$ cat src/rtl/lfcsl_pkg.sv
// Package for the front clearance speed limiter: item types, codes,
// register indexes, reset values and serial unit widths. No dependencies.
package lfcsl_pkg;

    // item kinds
    localparam logic [1:0] CMD_SAMPLE = 2'd0;
    localparam logic [1:0] CMD_VEL    = 2'd1;
    localparam logic [1:0] CMD_TICK   = 2'd2;

    // zone codes
    localparam logic [1:0] ZONE_CLEAR = 2'd0;
    localparam logic [1:0] ZONE_SLOW  = 2'd1;
    localparam logic [1:0] ZONE_STOP  = 2'd2;

    // config port
    localparam int CFG_ADDR_W = 3;
    localparam int CFG_DATA_W = 20;

    typedef enum logic [CFG_ADDR_W-1:0] {
        REG_STOP_DIST  = 3'd0,
        REG_SLOW_DIST  = 3'd1,
        REG_CONE_HALF  = 3'd2,
        REG_START_ANG  = 3'd3,
        REG_ANG_STEP   = 3'd4,
        REG_RANGE_MIN  = 3'd5,
        REG_RANGE_MAX  = 3'd6
    } cfg_reg_t;

    localparam logic [15:0]        STOP_DIST_RST = 16'd350;
    localparam logic [15:0]        SLOW_DIST_RST = 16'd750;
    localparam logic [18:0]        CONE_HALF_RST = 19'd51472;
    localparam logic signed [19:0] START_ANG_RST = -20'sd205887;
    localparam logic [16:0]        ANG_STEP_RST  = 17'd1144;
    localparam logic [15:0]        RANGE_MIN_RST = 16'd0;
    localparam logic [15:0]        RANGE_MAX_RST = 16'hFFFF;

    // serial multiplier: 17-bit multiplicand, 16-bit multiplier, one bit per cycle
    localparam int MUL_A_W = 17;
    localparam int MUL_B_W = 16;
    localparam int MUL_P_W = MUL_A_W + MUL_B_W;

    // serial divider: 32-bit dividend, 16-bit divisor and quotient
    localparam int DIV_W = 16;

    typedef struct packed {
        logic [1:0]         cmd;
        logic [11:0]        sample_index;
        logic [15:0]        range_mm;
        logic               range_finite;
        logic               scan_last;
        logic signed [15:0] lin_vel_in;
        logic signed [15:0] ang_vel_in;
    } in_item_t;

    typedef struct packed {
        logic signed [15:0] lin_vel_out;
        logic signed [15:0] ang_vel_out;
        logic [1:0]         zone;
    } out_item_t;

    typedef enum logic [2:0] {
        S_IDLE,
        S_ANG_MUL,
        S_VEL_MUL,
        S_VEL_DIV,
        S_EMIT
    } state_t;

endpackage

$ cat src/rtl/lidar_front_clearance_speed_limiter_unit.sv
// Front clearance speed limiter, top level. Uses lfcsl_pkg, lfcsl_seq_mul, lfcsl_seq_div.
// Takes one beat at a time; in_ready is high only in idle. A velocity command, or a tick with
// no command held, is absorbed in idle; a scan sample runs the serial angle multiply; a tick
// goes to the emit step, a slowing-zone tick through the serial multiply and then the serial
// divide before emit. A tick waits in its last step while the previous result is unaccepted.
// Reset (rst_n, async low) loads register defaults, clears scan state.
module lidar_front_clearance_speed_limiter_unit
    import lfcsl_pkg::*;
#(
    parameter int MAX_SAMPLES = 4096
)
(
    input  logic                  clk,
    input  logic                  rst_n,
    // config write port
    input  logic                  cfg_wr_en,
    input  logic [CFG_ADDR_W-1:0] cfg_addr,
    input  logic [CFG_DATA_W-1:0] cfg_wdata,
    // input beats
    input  logic                  in_valid,
    output logic                  in_ready,
    input  in_item_t              in_data,
    // result beats
    output logic                  out_valid,
    input  logic                  out_ready,
    output out_item_t             out_data
);

    // ------------------------------------------------------------------
    // Configuration registers
    // ------------------------------------------------------------------
    logic [15:0]        stop_reg;
    logic [15:0]        slow_reg;
    logic [18:0]        cone_reg;
    logic signed [19:0] start_ang_reg;
    logic [16:0]        step_reg;
    logic [15:0]        rmin_reg;
    logic [15:0]        rmax_reg;

    always_ff @(posedge clk or negedge rst_n)
    begin
        if (!rst_n)
        begin
            stop_reg      <= STOP_DIST_RST;
            slow_reg      <= SLOW_DIST_RST;
            cone_reg      <= CONE_HALF_RST;
            start_ang_reg <= START_ANG_RST;
            step_reg      <= ANG_STEP_RST;
            rmin_reg      <= RANGE_MIN_RST;
            rmax_reg      <= RANGE_MAX_RST;
        end
        else if (cfg_wr_en)
        begin
            unique case (cfg_reg_t'(cfg_addr))
                REG_STOP_DIST: stop_reg      <= cfg_wdata[15:0];
                REG_SLOW_DIST: slow_reg      <= cfg_wdata[15:0];
                REG_CONE_HALF: cone_reg      <= cfg_wdata[18:0];
                REG_START_ANG: start_ang_reg <= signed'(cfg_wdata[19:0]);
                REG_ANG_STEP:  step_reg      <= cfg_wdata[16:0];
                REG_RANGE_MIN: rmin_reg      <= cfg_wdata[15:0];
                REG_RANGE_MAX: rmax_reg      <= cfg_wdata[15:0];
                default: ;  // unused index, write dropped
            endcase
        end
    end

    // ------------------------------------------------------------------
    // State
    // ------------------------------------------------------------------
    state_t state_reg, state_next;

    // scan tracking
    logic [15:0] min_reg, min_next;
    logic        hit_reg, hit_next;
    logic [15:0] clear_reg, clear_next;
    logic        known_reg, known_next;
    // held command
    logic signed [15:0] hlin_reg, hlin_next;
    logic signed [15:0] hang_reg, hang_next;
    logic               have_cmd_reg, have_cmd_next;
    // sample waiting on its angle
    logic        smp_ok_reg, smp_ok_next;
    logic        smp_last_reg, smp_last_next;
    logic [15:0] smp_range_reg, smp_range_next;
    // pending result
    logic [15:0] res_lin_reg, res_lin_next;
    logic [1:0]  res_zone_reg, res_zone_next;
    logic        neg_reg, neg_next;
    // output register
    logic        out_valid_reg, out_valid_next;
    out_item_t   out_data_reg, out_data_next;

    // ------------------------------------------------------------------
    // Decode of the incoming beat and of the zone
    // ------------------------------------------------------------------
    logic in_fire;
    logic is_sample, is_vel, is_tick;
    logic idx_ok, range_ok;
    logic tick_stop, tick_slow;
    logic out_free;

    assign in_fire   = in_valid && in_ready;
    assign is_sample = (in_data.cmd == CMD_SAMPLE);
    assign is_vel    = (in_data.cmd == CMD_VEL);
    assign is_tick   = (in_data.cmd == CMD_TICK);

    assign idx_ok   = (32'(in_data.sample_index) < 32'(MAX_SAMPLES));
    assign range_ok = in_data.range_finite
                   && (in_data.range_mm >= rmin_reg)
                   && (in_data.range_mm <= rmax_reg);

    // stop test wins over the slowing band
    assign tick_stop = known_reg && (clear_reg <= stop_reg);
    assign tick_slow = known_reg && !tick_stop && (clear_reg <= slow_reg);

    assign out_free = !out_valid_reg || out_ready;

    // ------------------------------------------------------------------
    // Serial units
    // ------------------------------------------------------------------
    logic               mul_start, mul_done;
    logic [MUL_A_W-1:0] mul_a;
    logic [MUL_B_W-1:0] mul_b;
    logic [MUL_P_W-1:0] mul_p;
    logic               div_start, div_done;
    logic [DIV_W-1:0]   div_den;
    logic [DIV_W-1:0]   div_q;
    logic [15:0]        lin_mag;
    logic [15:0]        clear_excess;

    // |lin| fits 16 bits unsigned, including the most negative value
    assign lin_mag      = hlin_reg[15] ? 16'(~hlin_reg + 16'sd1) : hlin_reg;
    assign clear_excess = clear_reg - stop_reg;
    assign div_den      = slow_reg - stop_reg;

    // angle for samples (step * index), (clear - stop) * |lin| for ticks
    assign mul_a = is_sample ? step_reg : {1'b0, clear_excess};
    assign mul_b = is_sample ? MUL_B_W'(in_data.sample_index) : lin_mag;

    lfcsl_seq_mul u_mul (
        .clk    (clk),
        .rst_n  (rst_n),
        .start  (mul_start),
        .mcand  (mul_a),
        .mplier (mul_b),
        .done   (mul_done),
        .prod   (mul_p)
    );

    // product <= 32768 * divisor, so the divider precondition holds
    lfcsl_seq_div u_div (
        .clk   (clk),
        .rst_n (rst_n),
        .start (div_start),
        .num   (mul_p[2*DIV_W-1:0]),
        .den   (div_den),
        .done  (div_done),
        .quot  (div_q)
    );

    // angle = start + index * step; index * step stays below 2^29
    logic signed [MUL_P_W:0] angle;
    logic signed [MUL_P_W:0] cone_pos;
    logic                    in_cone;
    logic                    hit_now;

    assign angle    = (MUL_P_W+1)'(start_ang_reg) + signed'({1'b0, mul_p});
    assign cone_pos = signed'((MUL_P_W+1)'(cone_reg));
    assign in_cone  = (angle <= cone_pos) && (angle >= -cone_pos);
    assign hit_now  = smp_ok_reg && in_cone;

    // ------------------------------------------------------------------
    // Next state
    // ------------------------------------------------------------------
    always_comb
    begin
        state_next = state_reg;
        unique case (state_reg)
            S_IDLE:
            begin
                if (in_fire)
                begin
                    priority if (is_sample)
                        state_next = S_ANG_MUL;
                    else if (is_tick && have_cmd_reg)
                        state_next = tick_slow ? S_VEL_MUL : S_EMIT;
                    else
                        state_next = S_IDLE;
                end
            end
            S_ANG_MUL: if (mul_done) state_next = S_IDLE;
            S_VEL_MUL: if (mul_done) state_next = S_VEL_DIV;
            S_VEL_DIV: if (div_done) state_next = S_EMIT;
            S_EMIT:    if (out_free) state_next = S_IDLE;
            default:   state_next = S_IDLE;
        endcase
    end

    // ------------------------------------------------------------------
    // Control outputs
    // ------------------------------------------------------------------
    logic out_load;

    always_comb
    begin
        in_ready  = 1'b0;
        mul_start = 1'b0;
        div_start = 1'b0;
        out_load  = 1'b0;
        unique case (state_reg)
            S_IDLE:
            begin
                in_ready  = 1'b1;
                mul_start = in_valid && (is_sample || (is_tick && have_cmd_reg && tick_slow));
            end
            S_ANG_MUL: ;
            S_VEL_MUL: div_start = mul_done;
            S_VEL_DIV: ;
            S_EMIT:    out_load  = out_free;
            default: ;
        endcase
    end

    // ------------------------------------------------------------------
    // Datapath next values
    // ------------------------------------------------------------------
    logic [15:0] min_upd;
    logic        hit_upd;

    assign min_upd = (hit_now && (smp_range_reg < min_reg)) ? smp_range_reg : min_reg;
    assign hit_upd = hit_reg || hit_now;

    always_comb
    begin
        min_next       = min_reg;
        hit_next       = hit_reg;
        clear_next     = clear_reg;
        known_next     = known_reg;
        hlin_next      = hlin_reg;
        hang_next      = hang_reg;
        have_cmd_next  = have_cmd_reg;
        smp_ok_next    = smp_ok_reg;
        smp_last_next  = smp_last_reg;
        smp_range_next = smp_range_reg;
        res_lin_next   = res_lin_reg;
        res_zone_next  = res_zone_reg;
        neg_next       = neg_reg;
        out_valid_next = out_valid_reg && !out_ready;
        out_data_next  = out_data_reg;

        if (state_reg == S_IDLE && in_fire)
        begin
            if (is_sample)
            begin
                smp_ok_next    = idx_ok && range_ok;
                smp_last_next  = in_data.scan_last;
                smp_range_next = in_data.range_mm;
            end
            if (is_vel)
            begin
                hlin_next     = in_data.lin_vel_in;
                hang_next     = in_data.ang_vel_in;
                have_cmd_next = 1'b1;
            end
            if (is_tick)
            begin
                neg_next = hlin_reg[15];
                priority if (tick_stop)
                begin
                    res_lin_next  = '0;
                    res_zone_next = ZONE_STOP;
                end
                else if (tick_slow)
                    res_zone_next = ZONE_SLOW;
                else
                begin
                    res_lin_next  = hlin_reg;
                    res_zone_next = ZONE_CLEAR;
                end
            end
        end

        // sample angle is ready: fold into running minimum, close scan on last
        if (state_reg == S_ANG_MUL && mul_done)
        begin
            if (smp_last_reg)
            begin
                if (hit_upd)
                begin
                    clear_next = min_upd;
                    known_next = 1'b1;
                end
                min_next = 16'hFFFF;
                hit_next = 1'b0;
            end
            else
            begin
                min_next = min_upd;
                hit_next = hit_upd;
            end
        end

        // truncation toward zero: divide magnitudes, restore sign
        if (state_reg == S_VEL_DIV && div_done)
            res_lin_next = neg_reg ? 16'(~div_q + 1'b1) : div_q;

        if (out_load)
        begin
            out_valid_next            = 1'b1;
            out_data_next.lin_vel_out = res_lin_reg;
            out_data_next.ang_vel_out = (res_zone_reg == ZONE_STOP) ? 16'sd0 : hang_reg;
            out_data_next.zone        = res_zone_reg;
        end
    end

    // ------------------------------------------------------------------
    // Registers
    // ------------------------------------------------------------------
    always_ff @(posedge clk or negedge rst_n)
    begin
        if (!rst_n)
        begin
            state_reg     <= S_IDLE;
            min_reg       <= 16'hFFFF;
            hit_reg       <= 1'b0;
            clear_reg     <= '0;
            known_reg     <= 1'b0;
            hlin_reg      <= '0;
            hang_reg      <= '0;
            have_cmd_reg  <= 1'b0;
            out_valid_reg <= 1'b0;
        end
        else
        begin
            state_reg     <= state_next;
            min_reg       <= min_next;
            hit_reg       <= hit_next;
            clear_reg     <= clear_next;
            known_reg     <= known_next;
            hlin_reg      <= hlin_next;
            hang_reg      <= hang_next;
            have_cmd_reg  <= have_cmd_next;
            out_valid_reg <= out_valid_next;
        end
    end

    // payload registers
    always_ff @(posedge clk)
    begin
        smp_ok_reg    <= smp_ok_next;
        smp_last_reg  <= smp_last_next;
        smp_range_reg <= smp_range_next;
        res_lin_reg   <= res_lin_next;
        res_zone_reg  <= res_zone_next;
        neg_reg       <= neg_next;
        out_data_reg  <= out_data_next;
    end

    assign out_valid = out_valid_reg;
    assign out_data  = out_data_reg;

endmodule

$ cat src/rtl/lfcsl_seq_mul.sv
// Bit-serial shift-add multiplier, unsigned, one multiplier bit per cycle.
// Depends on lfcsl_pkg for operand widths.
module lfcsl_seq_mul
    import lfcsl_pkg::*;
(
    input  logic               clk,
    input  logic               rst_n,
    input  logic               start,
    input  logic [MUL_A_W-1:0] mcand,
    input  logic [MUL_B_W-1:0] mplier,
    output logic               done,
    output logic [MUL_P_W-1:0] prod
);

    localparam int CNT_W = $clog2(MUL_B_W);

    logic               busy_reg, busy_next;
    logic               done_reg, done_next;
    logic [CNT_W-1:0]   cnt_reg, cnt_next;
    logic [MUL_A_W-1:0] mcand_reg, mcand_next;
    logic [MUL_P_W-1:0] prod_reg, prod_next;
    logic [MUL_A_W:0]   sum;

    // partial sum on the upper half, then shift right one place
    assign sum = {1'b0, prod_reg[MUL_P_W-1:MUL_B_W]}
               + (prod_reg[0] ? {1'b0, mcand_reg} : '0);

    always_comb
    begin
        busy_next  = busy_reg;
        done_next  = 1'b0;
        cnt_next   = cnt_reg;
        mcand_next = mcand_reg;
        prod_next  = prod_reg;
        if (start)
        begin
            busy_next  = 1'b1;
            cnt_next   = '0;
            mcand_next = mcand;
            prod_next  = {{MUL_A_W{1'b0}}, mplier};
        end
        else if (busy_reg)
        begin
            prod_next = {sum, prod_reg[MUL_B_W-1:1]};
            cnt_next  = cnt_reg + 1'b1;
            if (cnt_reg == CNT_W'(MUL_B_W - 1))
            begin
                busy_next = 1'b0;
                done_next = 1'b1;
            end
        end
    end

    always_ff @(posedge clk or negedge rst_n)
    begin
        if (!rst_n)
        begin
            busy_reg <= 1'b0;
            done_reg <= 1'b0;
            cnt_reg  <= '0;
        end
        else
        begin
            busy_reg <= busy_next;
            done_reg <= done_next;
            cnt_reg  <= cnt_next;
        end
    end

    always_ff @(posedge clk)
    begin
        mcand_reg <= mcand_next;
        prod_reg  <= prod_next;
    end

    assign done = done_reg;
    assign prod = prod_reg;

endmodule

$ cat src/rtl/lfcsl_seq_div.sv
// Restoring divider, unsigned, one quotient bit per cycle.
// Depends on lfcsl_pkg. Needs dividend[31:16] < divisor.
module lfcsl_seq_div
    import lfcsl_pkg::*;
(
    input  logic               clk,
    input  logic               rst_n,
    input  logic               start,
    input  logic [2*DIV_W-1:0] num,
    input  logic [DIV_W-1:0]   den,
    output logic               done,
    output logic [DIV_W-1:0]   quot
);

    localparam int CNT_W = $clog2(DIV_W);

    logic             busy_reg, busy_next;
    logic             done_reg, done_next;
    logic [CNT_W-1:0] cnt_reg, cnt_next;
    logic [DIV_W-1:0] den_reg, den_next;
    logic [DIV_W-1:0] rem_reg, rem_next;
    logic [DIV_W-1:0] low_reg, low_next;   // dividend bits out, quotient bits in
    logic [DIV_W:0]   trial;
    logic [DIV_W:0]   diff;
    logic             fits;

    assign trial = {rem_reg, low_reg[DIV_W-1]};
    assign diff  = trial - {1'b0, den_reg};
    assign fits  = (trial >= {1'b0, den_reg});

    always_comb
    begin
        busy_next = busy_reg;
        done_next = 1'b0;
        cnt_next  = cnt_reg;
        den_next  = den_reg;
        rem_next  = rem_reg;
        low_next  = low_reg;
        if (start)
        begin
            busy_next = 1'b1;
            cnt_next  = '0;
            den_next  = den;
            rem_next  = num[2*DIV_W-1:DIV_W];
            low_next  = num[DIV_W-1:0];
        end
        else if (busy_reg)
        begin
            rem_next = fits ? diff[DIV_W-1:0] : trial[DIV_W-1:0];
            low_next = {low_reg[DIV_W-2:0], fits};
            cnt_next = cnt_reg + 1'b1;
            if (cnt_reg == CNT_W'(DIV_W - 1))
            begin
                busy_next = 1'b0;
                done_next = 1'b1;
            end
        end
    end

    always_ff @(posedge clk or negedge rst_n)
    begin
        if (!rst_n)
        begin
            busy_reg <= 1'b0;
            done_reg <= 1'b0;
            cnt_reg  <= '0;
        end
        else
        begin
            busy_reg <= busy_next;
            done_reg <= done_next;
            cnt_reg  <= cnt_next;
        end
    end

    always_ff @(posedge clk)
    begin
        den_reg <= den_next;
        rem_reg <= rem_next;
        low_reg <= low_next;
    end

    assign done = done_reg;
    assign quot = low_reg;

endmodule

$ cat config.mk
export PLATFORM = sky130hd
export DESIGN_NAME = lidar_front_clearance_speed_limiter_unit
export DESIGN_NICKNAME = d
export VERILOG_FILES = /design/src/rtl/lfcsl_pkg.sv /design/src/rtl/lidar_front_clearance_speed_limiter_unit.sv /design/src/rtl/lfcsl_seq_mul.sv /design/src/rtl/lfcsl_seq_div.sv
export SDC_FILE = /design/constraint.sdc
export NUM_CORES = 1
export LEC_CHECK = 0
export BUFFER_PORTS_ARGS = -buffer_cell sky130_fd_sc_hd__buf_2
export CORE_ASPECT_RATIO = 0.6
export CORE_MARGIN = 1
export CORE_UTILIZATION = 35
export CTS_CLUSTER_SIZE = 25
export DETAILED_ROUTE_END_ITERATION = 12
export MAX_ROUTING_LAYER = met4
export PLACE_DENSITY = 0.52
export SETUP_SLACK_MARGIN = 0.05
export SYNTH_ARGS = -nofsm -noshare
export SYNTH_HDL_FRONTEND = slang
export SYNTH_SLANG_ARGS = --single-unit
export TNS_END_PERCENT = 100
$ cat constraint.sdc
create_clock -name clk -period 5.95 [get_ports clk]
set_input_delay 0 -clock clk [delete_from_list [all_inputs] [get_ports clk]]
set_output_delay 0 -clock clk [all_outputs]
set_load 0.02 [all_outputs]
== After elaboration in Yosys (flattened, before gate mapping) ==
Cells that the tools add are included.
W data, S select, Z words.
Word-level totals
  flip-flop bits (word level): 372
  word-level logic and storage cells: 172
  RAM bits: 0
  input port bits: 92
  bits in latches: 0
  ROM bits: 0
  memories kept: 0
  output and inout port bits: 36
Cells by class
  shifts and indexed selects: 0
  muxes and demuxes: 51
  $mul: 0
  equality and inequality tests: 21
  divide/modulo/power cells: 0
  magnitude comparators: 8
  bitwise logic cells: 2
  reductions and logical operators: 42
  add/subtract/negate cells: 10
Operator list (number)
  $mux W16: 18
  $le A16 B16 Y1: 3
  $sub A16 B16 Y16: 3
  $add A20 B34 Y34: 1
  $ge A34 B34 Y1: 1
  $le A34 B20 Y1: 1
  $neg A19 Y34: 1
  $not A16 Y16: 2
  $mux W3: 8
  $reduce_and A2 Y1: 10
  $mux W1: 19
  $add A17 B17 Y18: 1
  $ge A17 B16 Y1: 1
  $mux W17: 1
  $add A16 B1 Y16 const B: 1
  $add A16 B2 Y16 const B: 1
  $ge A16 B16 Y1: 1
  $logic_and A1 B1 Y1: 16
  $lt A16 B16 Y1: 1
  $mux W4: 4
  $pmux W3 S5: 1
  $eq A3 B2 Y1 const B: 4
  $eq A3 B3 Y1 const B: 4
  $add A4 B1 Y4 const B: 2
  other kinds (14): 29

== Longest topological paths before layout ==
Gate-level depths: netlist of the first run.
  word-level depth: 10
  gate-level depth with buffers: 25
  depth with buffers taken out: 22

== Hierarchy ==
Synthesis of the first run repeated with hierarchy kept, for this count alone.
Unflattened totals
  cells, all modules: 2330
  area, all modules: 23712.7 µm²
By module, submodules not included
  lidar_front_clearance_speed_limiter_unit: seq. area each 6994.2 µm², instances 1, cells each 1768, area each 17465.5 µm²
  lfcsl_seq_div: seq. area each 1591.5 µm², instances 1, cells each 297, area each 3279.4 µm²
  lfcsl_seq_mul: seq. area each 1481.4 µm², instances 1, cells each 265, area each 2967.8 µm²

== Worst setup path before layout of the first run ==
Ideal clock, no wire load.
  kind: register to register
  start point: register start_ang_reg[19]
  end point: register min_reg[14]
  data required time: 5866 ps
  library setup time: 84 ps
  data arrival time: 5575 ps
  slack: 291 ps
  cell stages (with the launch flop): 22
  cell sequence: dfstp_2 > ha_1 > buf_2 > a21oi_2 > o21ai_1 > a2111o_1 > a31o_1 > a21o_1 > o2111ai_1 > nand3_1 > ha_1 > nand4_1 > or4_1 > o41ai_1 > a2111oi_0 > nor2_1 > and4b_1 > nand4_4 > nor4_4 > o2111ai_4 > buf_6 > a2bb2oi_2
On the way
  longest elaborated chain between the ends: 7
  elaborated cells between the ends (all ways): 8
  classes of those cells: add/sub: 1; order compare: 2; mux: 2; reduce/logical: 3
Ends and longest elaborated chain
  start: declaration: line lidar_front_clearance_speed_limiter_unit.sv:35  | logic signed [19:0] start_ang_reg;
  start signal: assignment: line lidar_front_clearance_speed_limiter_unit.sv:58  | REG_START_ANG: start_ang_reg <= signed'(cfg_wdata[19:0]);
  $add A20 B34 Y34 (*): line lidar_front_clearance_speed_limiter_unit.sv:167  | assign angle = (MUL_P_W+1)'(start_ang_reg) + signed'({1'b0, mul_p});
  $le A34 B20 Y1 or $ge A34 B34 Y1 (tied branches): line lidar_front_clearance_speed_limiter_unit.sv:169  | assign in_cone = (angle <= cone_pos) && (angle >= -cone_pos);
  $logic_and A1 B1 Y1 (*): line lidar_front_clearance_speed_limiter_unit.sv:169
  $logic_and A1 B1 Y1 (*): line lidar_front_clearance_speed_limiter_unit.sv:170  | assign hit_now = smp_ok_reg && in_cone;
  $logic_and A1 B1 Y1 (*): line lidar_front_clearance_speed_limiter_unit.sv:230  | assign min_upd = (hit_now && (smp_range_reg < min_reg)) ? smp_range_reg : min_reg;
  $mux W16 (*): line lidar_front_clearance_speed_limiter_unit.sv:230
  $mux W16 (*): line lidar_front_clearance_speed_limiter_unit.sv:286  | if (smp_last_reg)
  end signal: assignment: line lidar_front_clearance_speed_limiter_unit.sv:336  | min_reg <= min_next;
  end: declaration: line lidar_front_clearance_speed_limiter_unit.sv:73  | logic [15:0] min_reg, min_next;
Mark *: on every way between the ends. The rest lies on a longest branch, timed or not.
A chain may end at the register's enable or synchronous reset.

== Final worst setup path of the first run ==
  start point: register start_ang_reg[0]
  end point: register clear_reg[0]
On the way
  longest elaborated chain between the ends: 6
  elaborated cells between the ends (all ways): 9
  classes of those cells: add/sub: 1; order compare: 2; mux: 1; reduce/logical: 5
Ends and longest elaborated chain
  $add A20 B34 Y34 (*): line lidar_front_clearance_speed_limiter_unit.sv:167
  $le A34 B20 Y1 or $ge A34 B34 Y1 (tied branches): line lidar_front_clearance_speed_limiter_unit.sv:169
  $logic_and A1 B1 Y1 (*): line lidar_front_clearance_speed_limiter_unit.sv:169
  $logic_and A1 B1 Y1 (*): line lidar_front_clearance_speed_limiter_unit.sv:170
  $logic_or A1 B1 Y1 or $logic_and A1 B1 Y1 (tied branches): line lidar_front_clearance_speed_limiter_unit.sv:231, lidar_front_clearance_speed_limiter_unit.sv:230
  $reduce_and A3 Y1 (no source line) or $mux W16 (tied branches)
  end signal: assignment: line lidar_front_clearance_speed_limiter_unit.sv:338  | clear_reg <= clear_next;
  end: declaration: line lidar_front_clearance_speed_limiter_unit.sv:75  | logic [15:0] clear_reg, clear_next;
Marks and branches as above.

==> reports/qor.csv, run 1 <==
metric,value,unit
run_status,"finished, final reports clean",
die_area,68800,um2
crit_path_max_incr_delay,0.56,ns
synth_top_family_by_area,compound AO/OA/AOI/OAI gates,
drive_above_1_share,20.4,%
final_cell_mix,"nand2_1 (231), ha_1 (212), inv_1 (176)",
hold_ws,0.00766,ns
grt_pass1_vias,18100,
critPathRequiredTime,6.42,ns
routedWlPerCell,20.2,um
relSlewSlack,22.9,%
async_flop_share,54.6,%
worstSkewPairLatency,0.57,ns
worstPathArrival,6.27,ns
tightest_slew,1.16,ns
io_buffers,127,
cts_tree,built,
ff2ff_path_depth,25,
synthMuxAreaShare,6.94,%
drtIter0Drc,1738,
routed_wl,71100,um
syn_avg_cell_area,10.1,um2
synthAdderAreaFrac,11.9,%
crit_start,start_ang_reg[0],
grt_overflow,0,
grt_pass1_wl,109000,um
die_x,338,um
synth-simple-area-share,15.0,%
multi_input_area,12800,um2
htreeDepth,2,
dp_hpwl,54100,um
grt_start_max_net_pins,151,
postSynthCellCount,2352,
critical_path.max_fanout,8,
ir_drop,0.195,mV
synth_seq_cells,372,
pre_cts_ws,-0.116,ns
power.leakage,0.0120,uW
clk_pin_slew,0.07,ns
r2r-start,start_ang_reg[0],
placementRows,73,
track_usage,21.4,%
vias,18600,
cts_made_buffers,41,
max-cap-violations,0,
worstPathBufferInverterCount,5,
worst_slack,0.143,ns
end_kind,flop,
start_util,35.6,%
critical_path_class,reg2reg,
hp-class,in2async,
synth_edf_count,152,
synth_xor_area_share,4.06,%
dr.pass1.iters,7,
pin_count,128,
viasPerCell,5.29,
clock-root-buffer,clkbuf_16,
timing.final.crit_share,97.6,%
critPathTopFamily,simple AND/OR/NAND/NOR gates,
antenna_found_initial,1,
timing.fmax,172,MHz
p_per_area,460,nW/um2
ant_nets,0,
n_antenna_cell,0,
core_area,66600,um2
cts_sinks,372,
final_common_cell,nand2_1,
drcViolationCount,0,
largest_reg_flops,34,
yosys_most_used_dff,edfxtp_1,
yosysWarnings,0,
cts_buffer_depth,3,
synth_nets,2666,
rsz0062_at_grt,yes,
post-route-min-period,5.81,ns
cp_slowest_cell,dfstp_2,
syn_area,23700,um2
reg2reg_to,clear_reg[0],
setup_violations,0,
critPathLaunchType,flop,
finalHoldViolations,0,
maxSlewViolCount,0,
die_h,204,um
place.gp.congestion,0.921,
skew,0.0230,ns
cp.depth,25,
ys_seq_area_share,42.5,%
area_delta_synth_final,19.0,%
nets,2901,
seqCellArea,10100,um2
synthDistinctLibCells,108,
fillers,6388,
synth-compound-area-share,15.1,%
reg2reg_slack,0.14,ns
==> layer usage <==
metal / wire [um] / track usage [%]
met1: 37200 / 33.3
met2: 28200 / 28.3
met3: 4680 / 4.04
met4: 1040 / 3.85
met5: 0 / -
==> where the power goes <==
group,switching (uW),total (uW),leakage [uW],internal (uW)
combinational,3550,6230,0.00738,2680
sequential,568,4000,0.00394,3430
clock,1120,2730,0.000692,1610
==> how the worst max path moves through the flow <==
stage	to	slack, ns
6_report	clear_reg[0]	0.14
4_1_cts	clear_reg[0]	0.06
3_3_place_gp	min_reg[15]	0.02
5_1_grt	clear_reg[0]	-0.04
3_5_place_dp	clear_reg[0]	-0.12
2_1_floorplan	min_reg[14]	0.29
==> repair_timing <==
| action | 4_1_cts | 5_1_grt |
|---|---|---|
| setup buffers | 4 | 6 |
| hold buffers | 87 | 0 |
| gates resized for setup | 11 | 33 |
| cloned | 0 | 1 |
| endpoints found under the setup margin | 32 | 34 |
| pin swaps | 9 | 23 |
| hold endpoints to repair | 235 | 0 |
==> final cells by class <==
class / count / share of cell area (%)
clock inverter: 19 / 0.866
timing repair buffer: 281 / 7.48
multi-input combinational: 1713 / 45.4
tap: 900 / 3.99
clock buffer: 56 / 4.16
sequential: 372 / 35.7
inverter: 178 / 2.37
==> worst reg2reg max path: stages, from the launching register on <==
cell       delay (ns)
dfstp_2          0.56
ha_4             0.15
inv_2            0.04
fa_2             0.38
nand2b_4         0.15
a21o_1           0.22
a211oi_4         0.33
buf_6            0.17
o311ai_4         0.17
a211oi_2         0.34
o2111ai_2        0.19
nand3_2          0.15
ha_4             0.22
nand4_1          0.15
buf_4            0.15
a21oi_1          0.04
or4_4            0.55
a21bo_4          0.24
nor2_4           0.10
and4b_1          0.24
nand4_4          0.20
nor4_4           0.33
buf_6            0.20
buf_12           0.14
o211ai_1         0.11
a31oi_1          0.20
==> Yosys cell counts, drive strengths merged (6+ instances only) <==
cell | n | share of area (%)
or4 | 10 | 0.33
nand2b | 28 | 0.74
nand4 | 39 | 1.1
a2bb2oi | 16 | 0.86
a21boi | 14 | 0.44
mux2i | 35 | 1.5
xnor2 | 71 | 2.7
o2111ai | 6 | 0.30
and2 | 47 | 1.2
xor2 | 38 | 1.4
inv | 178 | 2.8
buf | 21 | 0.58
and3 | 14 | 0.37
nand3b | 19 | 0.60
nor2 | 146 | 2.3
nor3b | 10 | 0.36
a211oi | 12 | 0.45
a21oi | 105 | 2.3
nor2b | 20 | 0.53
o211ai | 27 | 0.93
edfxtp | 152 | 19
o21ai | 138 | 2.9
o21bai | 7 | 0.22
ha | 217 | 11
mux2 | 115 | 5.5
o22ai | 18 | 0.48
nand3 | 30 | 0.63
or3 | 16 | 0.42
or2 | 10 | 0.26
dfxtp | 17 | 1.4
nor4 | 15 | 0.52
a31oi | 27 | 0.71
o21a | 20 | 0.67
o31ai | 21 | 0.67
a21o | 57 | 1.8
nor3 | 60 | 1.3
dfrtp | 137 | 14
clkbuf | 66 | 1.1
dfstp | 66 | 7.3
nand2 | 232 | 3.7
==> stage by stage <==
stage / setup TNS, ns / cell area [um2] / power (uW) / instances / util [%]
6_report: 0 / 28200 / 13000 / 3519 / 42.3
5_1_grt: -0.0646 / 28200 / 13900 / 3519 / 42.3
3_5_place_dp: -1.52 / 25600 / 9980 / 3346 / 38.4
3_3_place_gp: 0 / 25600 / 9890 / 3346 / 38.4
4_1_cts: 0 / 27900 / 12900 / 3512 / 41.9
2_1_floorplan: 0 / 23700 / 8110 / 2352 / -
==> cell families (layout without fill, tap and decap cells) <==
group                    after synthesis  count (layout)
AND/OR/NAND/NOR                      710             710
AO/OA/AOI/OAI                        522             522
flip-flops                           372             372
buffers and inverters                267             534
adder cells (fa/ha/maj)              222             222
multiplexers                         150             150
XOR/XNOR                             109             109
(Power assumes the default switching activity.)
==> run 2, diff against run 1 <==
--- a/config.mk
+++ b/config.mk
@@ -16,5 +16,6 @@
 export SETUP_SLACK_MARGIN = 0.05
 export SYNTH_ARGS = -nofsm -noshare
 export SYNTH_HDL_FRONTEND = slang
+export SYNTH_HIERARCHICAL = 1
 export SYNTH_SLANG_ARGS = --single-unit
 export TNS_END_PERCENT = 100
==> run 2 against run 1 <==
Combinational power down 8.7%. Routed wire length up 0.81%. Sequential power down 1%. Power down 5.9%. Synthesized cell count down 0.94%. Core utilization down 0.69 points.
==> reports/qor.csv, run 2 <==
metric,value,unit,change
drive_above_1_share,19.5,%,was 20.4%
core_area,66600,um2,unchanged
synthAdderAreaFrac,11.9,%,about the same
cts_buffer_depth,3,,unchanged
pin_count,128,,unchanged
placementRows,73,,unchanged
maxSlewViolCount,0,,unchanged
reg2reg_to,clear_reg[12],,was clear_reg[0]
power.leakage,0.0117,uW,was 0.0120 uW
ys_seq_area_share,42.5,%,about the same
hp-start,cfg_addr[0],,
skew,0.0223,ns,was 0.0230 ns
synth_seq_cells,372,,unchanged
clk_pin_slew,0.07,ns,about the same
tightest_slew,1.03,ns,was 1.16 ns
switching_share,40.6,%,was 40.4%
grt_start_max_net_pins,104,,was 151
netlist_top_cells_count,"ha_1 (217), nand2_1 (211), inv_1 (173)",,"was nand2_1 (231), ha_1 (217), inv_1 (178)"
timing.final.crit_share,95.2,%,was 97.6%
synthDistinctLibCells,104,,was 108
synth_edf_count,152,,unchanged
async_flop_share,54.6,%,unchanged
path_cells,ha_1 > o21ai_1 > o21ai_1 > nand4_1 > a21o_1 > and4b_1 > or3_1 > ha_1 > nand4_1 > nor3_2 > a31oi_1 > a31oi_1 > a311oi_2 > buf_4 > nor2b_1 > mux2i_4 > buf_12 > buf_12 > a21o_4 > a221o_1 > mux2_2,,
htreeDepth,2,,unchanged
largest_reg_flops,34,,unchanged
drcViolationCount,0,,unchanged
dr.pass1.iters,5,,was 7
end_kind,flop,,unchanged
p_per_area,440,nW/um2,was 460 nW/um2
drtIter0Drc,1704,,was 1738
synth_top_family_by_area,compound AO/OA/AOI/OAI gates,,unchanged
reg2reg_slack,0.28,ns,was 0.14 ns
hold_depth,5,,
start_util,35.6,%,about the same
synth_nets,2644,,was 2666
synth-simple-area-share,13.6,%,was 15.0%
hold_ws,0.0655,ns,was 0.00766 ns
cp_slowest_cell,edfxtp_1,,was dfstp_2
switchingPower,4950,uW,was 5240 uW
power,12200,uW,was 13000 uW
synth_top_area_share,19.2,%,was 19.3%
area_delta_synth_final,16.9,%,was 19.0%
worstPathArrival,6.12,ns,was 6.27 ns
combPwrFrac,46.6,%,was 48.1%
dp_cells,3302,,was 3346
seqPwrFrac,32.4,%,was 30.8%
relSlewSlack,31.2,%,was 22.9%
final_common_cell,ha_1,,was nand2_1
yosysWarnings,6,,was 0
pwr-share-clk,21.0,%,was 21.1%
ant_nets,0,,unchanged
postSynthCellCount,2330,,was 2352
die_area,68800,um2,about the same
syn_area,23700,um2,about the same
ff2ff_path_depth,21,,was 25
synthMuxAreaShare,7.70,%,was 6.94%
rsz0062_at_grt,no,,was yes
die_x,338,um,about the same
nets,2853,,was 2901
grt_pass1_wl,109000,um,about the same
synth-compound-area-share,15.7,%,was 15.1%
io_buffers,127,,unchanged
finalHoldViolations,0,,unchanged
timing.fmax,177,MHz,was 172 MHz
final_cell_mix,"ha_1 (213), nand2_1 (211), inv_1 (173)",,"was nand2_1 (231), ha_1 (212), inv_1 (176)"
routedWlPerCell,20.6,um,was 20.2 um
p_int,7250,uW,was 7720 uW
crit_path_max_incr_delay,0.45,ns,was 0.56 ns
yosys_most_used_dff,edfxtp_1,,unchanged
track_usage,21.4,%,about the same
synth.largest_area_cell,edfxtp_1,,unchanged
cts_tree,built,,unchanged
syn_avg_cell_area,10.2,um2,was 10.1 um2
critical_path_class,reg2reg,,unchanged
post-route-min-period,5.67,ns,was 5.81 ns
critPathRequiredTime,6.40,ns,was 6.42 ns
synth_xor_area_share,4.17,%,was 4.06%
dp_hpwl,53500,um,was 54100 um
crit_start,u_mul/prod[2],,was start_ang_reg[0]
r2r-start,u_mul/prod[2],,was start_ang_reg[0]
place.gp.congestion,0.917,,was 0.921
setup_violations,0,,unchanged
antenna_found_initial,3,,was 1
critPathLaunchType,flop,,unchanged
routed_wl,71700,um,was 71100 um
die_h,204,um,about the same
synth_area_leaders,"edfxtp_1 (19%), dfrtp_1 (14%), ha_1 (11%)",,unchanged
yosysMostFrequentCell,ha_1,,was nand2_1
ir_drop,0.225,mV,was 0.195 mV
hp-class,in2reg,,was in2async
cts_made_buffers,41,,unchanged
grt_overflow,0,,unchanged
viasPerCell,5.37,,was 5.29
cts_sinks,372,,unchanged
stdcell_count,3473,,was 3519
critical_path.max_fanout,19,,was 8
min_to,cone_reg[14],,
clock-root-buffer,clkbuf_16,,unchanged
max-cap-violations,0,,unchanged
worstSkewPairLatency,0.58,ns,was 0.57 ns
run_status,"finished, final reports clean",,unchanged
grt_pass1_vias,17900,,was 18100
vias,18700,,was 18600
-- run 2: cells by family (layout without fill, tap and decap cells) --
group           after synthesis  in the layout
buf+inv                     259            498
fa+ha+maj                   222            222
simple gates                645            645
xor+xnor                    112            112
compound gates              556            558
other cells                   0              2
mux                         164            164
flops                       372            372
-- run 2: worst max-delay path by stage --
stage	end	slack (ns)
after floorplan	clear_reg[10]	0.46
after global placement	clear_reg[4]	0.03
after global routing	clear_reg[13]	0.03
after CTS	clear_reg[12]	0.07
after detailed placement	min_reg[4]	-0.12
final	clear_reg[12]	0.28
-- run 2: metrics by stage --
stage	TNS [ns]	cell area [um2]	setup slack, ns	util (%)
finish	0	27700	0.285	41.6
global route	0	27700	0.0310	41.6
CTS	0	27500	0.0737	41.3
detailed placement	-1.88	25300	-0.118	38.0
global placement	0	25300	0.0267	38.0
floorplan	0	23700	0.464	-
-- run 2: layer usage --
layer  GRT usage, %  share of wire [%]
met1           32.3                 51
met2           28.7                 40
met3           4.64                7.3
met4           4.57                1.6
met5              -                  0
-- run 2: repair_timing --
| action | in CTS | in global routing |
|---|---|---|
| setup endpoints to repair | 32 | 33 |
| hold endpoints to repair | 267 | 0 |
| buffers inserted | 0 | 5 |
| pin swaps | 0 | 8 |
| hold buffers | 87 | 0 |
| gates cloned | 0 | 2 |
| resized for setup | 4 | 29 |
-- run 2: critical path, delay by kind of cell (launching register included) --
kind	cells	cell delay, ns
AOI/OAI and AO/OA	8	1.91
and+or+nand+nor	6	1.56
adders and majority gates	2	0.76
buffers and inverters	3	0.48
DFF	1	0.45
muxes	2	0.37
-- run 2: layout make-up --
cell class              instances  area, um2
fillers                      6366      38900
clock inverters                25        238
repair buffers                249       1830
flip-flops and latches        372      10100
well taps                     900       1130
diodes                          2       5.00
multi-input cells            1701      12700
clock buffers                  50       1070
inverters                     174        653
-- run 2: power groups by stage --
stage / combinational (uW) / clock (uW) / sequential (uW)
6_report: 5690 / 2560 / 3950
2_1_floorplan: 4030 / 0 / 3710
3_3_place_gp: 5280 / 0 / 3970
3_5_place_dp: 5390 / 0 / 4000
5_1_grt: 6360 / 2740 / 4020
4_1_cts: 5490 / 2630 / 3950
==> run 3, diff against run 2 <==
--- a/config.mk
+++ b/config.mk
@@ -6,7 +6,6 @@
 export NUM_CORES = 1
 export LEC_CHECK = 0
 export BUFFER_PORTS_ARGS = -buffer_cell sky130_fd_sc_hd__buf_2
-export CORE_ASPECT_RATIO = 0.6
 export CORE_MARGIN = 1
 export CORE_UTILIZATION = 35
 export CTS_CLUSTER_SIZE = 25
==> run 3 against run 2 <==
The flow now finishes with violations (negative hold slack). Die area about the same. Sequential share of layout area decreased by 0.19 points. Core utilization decreased by 0.15 points. Final cell count decreased by 0.75%. Worst hold slack got worse by 0.076 ns. Count of clock-buffer cells in the layout increased by 16. Global-route usage decreased by 0.83 points. Sequential power about the same. First-iteration DRC count decreased by 28%. Final area increased by 0.50%. Routed wire length decreased by 3.1%. Critical path type unchanged. Largest power group unchanged.
==> reports/qor.csv, run 3 (synthesis results as in run 2) <==
metric,value,unit,change
drcViolationCount,0,,unchanged
ir_drop,0.250,mV,was 0.225 mV
fillers,6470,,was 6366
setup_violations,0,,unchanged
critPathRequiredTime,6.40,ns,about the same
final_common_cell,ha_1,,unchanged
htreeDepth,2,,unchanged
largest_reg_flops,34,,unchanged
viasPerCell,5.35,,was 5.37
final_cell_mix,"ha_1 (216), nand2_1 (211), inv_1 (173)",,"was ha_1 (213), nand2_1 (211), inv_1 (173)"
skew,0.0171,ns,was 0.0223 ns
critical_path_class,reg2reg,,unchanged
place.gp.congestion,0.874,,was 0.917
worstPathArrival,6.09,ns,was 6.12 ns
violations,negative hold slack,,
grt_overflow,0,,unchanged
antenna_found_initial,1,,was 3
power,12400,uW,was 12200 uW
r2r-start,start_ang_reg[0],,was u_mul/prod[2]
timing.final.crit_share,94.8,%,was 95.2%
drtIter0Drc,1228,,was 1704
reg2reg_slack,0.31,ns,was 0.28 ns
tns,0,ns,unchanged
grt_pass1_vias,18200,,was 17900
cts_tree,built,,unchanged
reg2reg_to,clear_reg[8],,was clear_reg[12]
tightest_slew,0.972,ns,was 1.03 ns
core_area,67200,um2,was 66600 um2
area_delta_synth_final,17.5,%,was 16.9%
pin_count,128,,unchanged
cts_sinks,372,,unchanged
grt_start_max_net_pins,115,,was 104
utilization,41.5,%,was 41.6%
vias,18400,,was 18700
hold_ws,-0.0109,ns,was 0.0655 ns
dp_hpwl,51900,um,was 53500 um
worstSkewPairLatency,0.58,ns,about the same
finalHoldViolations,1,,was 0
grt_pass1_wl,107000,um,was 109000 um
post-route-min-period,5.64,ns,was 5.67 ns
relSlewSlack,34.9,%,was 31.2%
routed_wl,69500,um,was 71700 um
drive_above_1_share,19.7,%,was 19.5%
die_area,68800,um2,about the same
cts_buffer_depth,3,,unchanged
placementRows,95,,was 73
rsz0062_at_grt,no,,unchanged
maxSlewViolCount,0,,unchanged
run_status,finished with violations,,"was finished, final reports clean"
end_kind,flop,,unchanged
hp-class,in2async,,was in2reg
track_usage,20.6,%,was 21.4%
die_x,262,um,was 338 um
io_buffers,127,,unchanged
die_h,262,um,was 204 um
timing.fmax,177,MHz,about the same
p_per_area,446,nW/um2,was 440 nW/um2
critPathLaunchType,flop,,unchanged
dr.pass1.iters,6,,was 5
ant_nets,0,,unchanged
start_util,35.3,%,was 35.6%
power.leakage,0.0119,uW,was 0.0117 uW
nets,2851,,was 2853
clock-root-buffer,clkbuf_16,,unchanged
clk_pin_slew,0.06,ns,was 0.07 ns
max-cap-violations,0,,unchanged
ff2ff_path_depth,23,,was 21
routedWlPerCell,20.2,um,was 20.6 um
cts_made_buffers,45,,was 41
critical_path.max_fanout,9,,was 19
-- run 3: worst max-delay path, stage by stage, from the launching register on --
cell and delay (ns):
dfstp_2 0.54, ha_2 0.18, inv_1 0.05, fa_1 0.39, nand2b_4 0.17, a21o_1 0.18
a211o_1 0.35, and3_4 0.18, o311a_4 0.37, nor4_1 0.21, nand4b_1 0.17, ha_1 0.25
inv_1 0.07, o211ai_1 0.13, a2111oi_2 0.35, a31oi_1 0.14, a311oi_2 0.34, buf_4 0.18
nor2b_1 0.06, mux2i_4 0.16, buf_12 0.16, a2bb2o_4 0.27, a221o_1 0.35, mux2_2 0.25
-- run 3: worst max-delay path by stage --
stage / endpoint / start / cells past startpoint / slack [ns]
after floorplan: clear_reg[10] / start_ang_reg[0] / 25 / 0.46
after global placement: min_reg[1] / start_ang_reg[0] / 23 / 0.1
after detailed placement: min_reg[2] / start_ang_reg[0] / 23 / 0.02
after CTS: clear_reg[14] / start_ang_reg[0] / 22 / 0.09
after global routing: clear_reg[1] / start_ang_reg[0] / 26 / 0.05
final: clear_reg[8] / start_ang_reg[0] / 23 / 0.31
-- run 3: what timing repair did --
item	CTS	global route
buffers inserted	0	5
pin swaps	0	10
hold buffers	85	0
setup endpoints to repair	16	34
hold endpoints to repair	245	0
cloned	0	2
gates resized for setup	1	21
-- run 3: area by class of cell --
class                      instances  area (um2)  area share [%]
clock inverter                    17         185           0.664
clock buffer                      66        1390            4.99
antenna                            1        2.50         0.00898
sequential                       372       10100            36.1
multi-input combinational       1701       12700            45.6
tap                              873        1090            3.92
inverter                         174         653            2.34
timing repair buffer             243        1760            6.32
-- run 3: stage by stage --
stage                     hold WS (ns)  area [um2]  cells  setup WS (ns)
after CTS                       0.0112       27700   3439         0.0872
after detailed placement         0.110       25300   3271         0.0161
final                          -0.0109       27900   3447          0.310
after global routing            0.0262       27900   3446         0.0525
after global placement           0.101       25300   3271         0.0973
after floorplan                 -0.296       23700   2330          0.464
-- run 3: report_power, final --
| part | total, uW | internal (uW) | switching [uW] |
|---|---|---|---|
| clock | 2890 | 1760 | 1130 |
| combinational | 5610 | 2400 | 3200 |
| sequential | 3940 | 3380 | 564 |
-- run 3: routing by layer --
layer	vias to the layer above	part of all wire (%)	track usage (%)
li1	8905	-	-
met1	9071	46	27.0
met4	0	2.6	5.76
met3	100	4.1	2.61
met2	371	47	33.3
met5	-	0	-
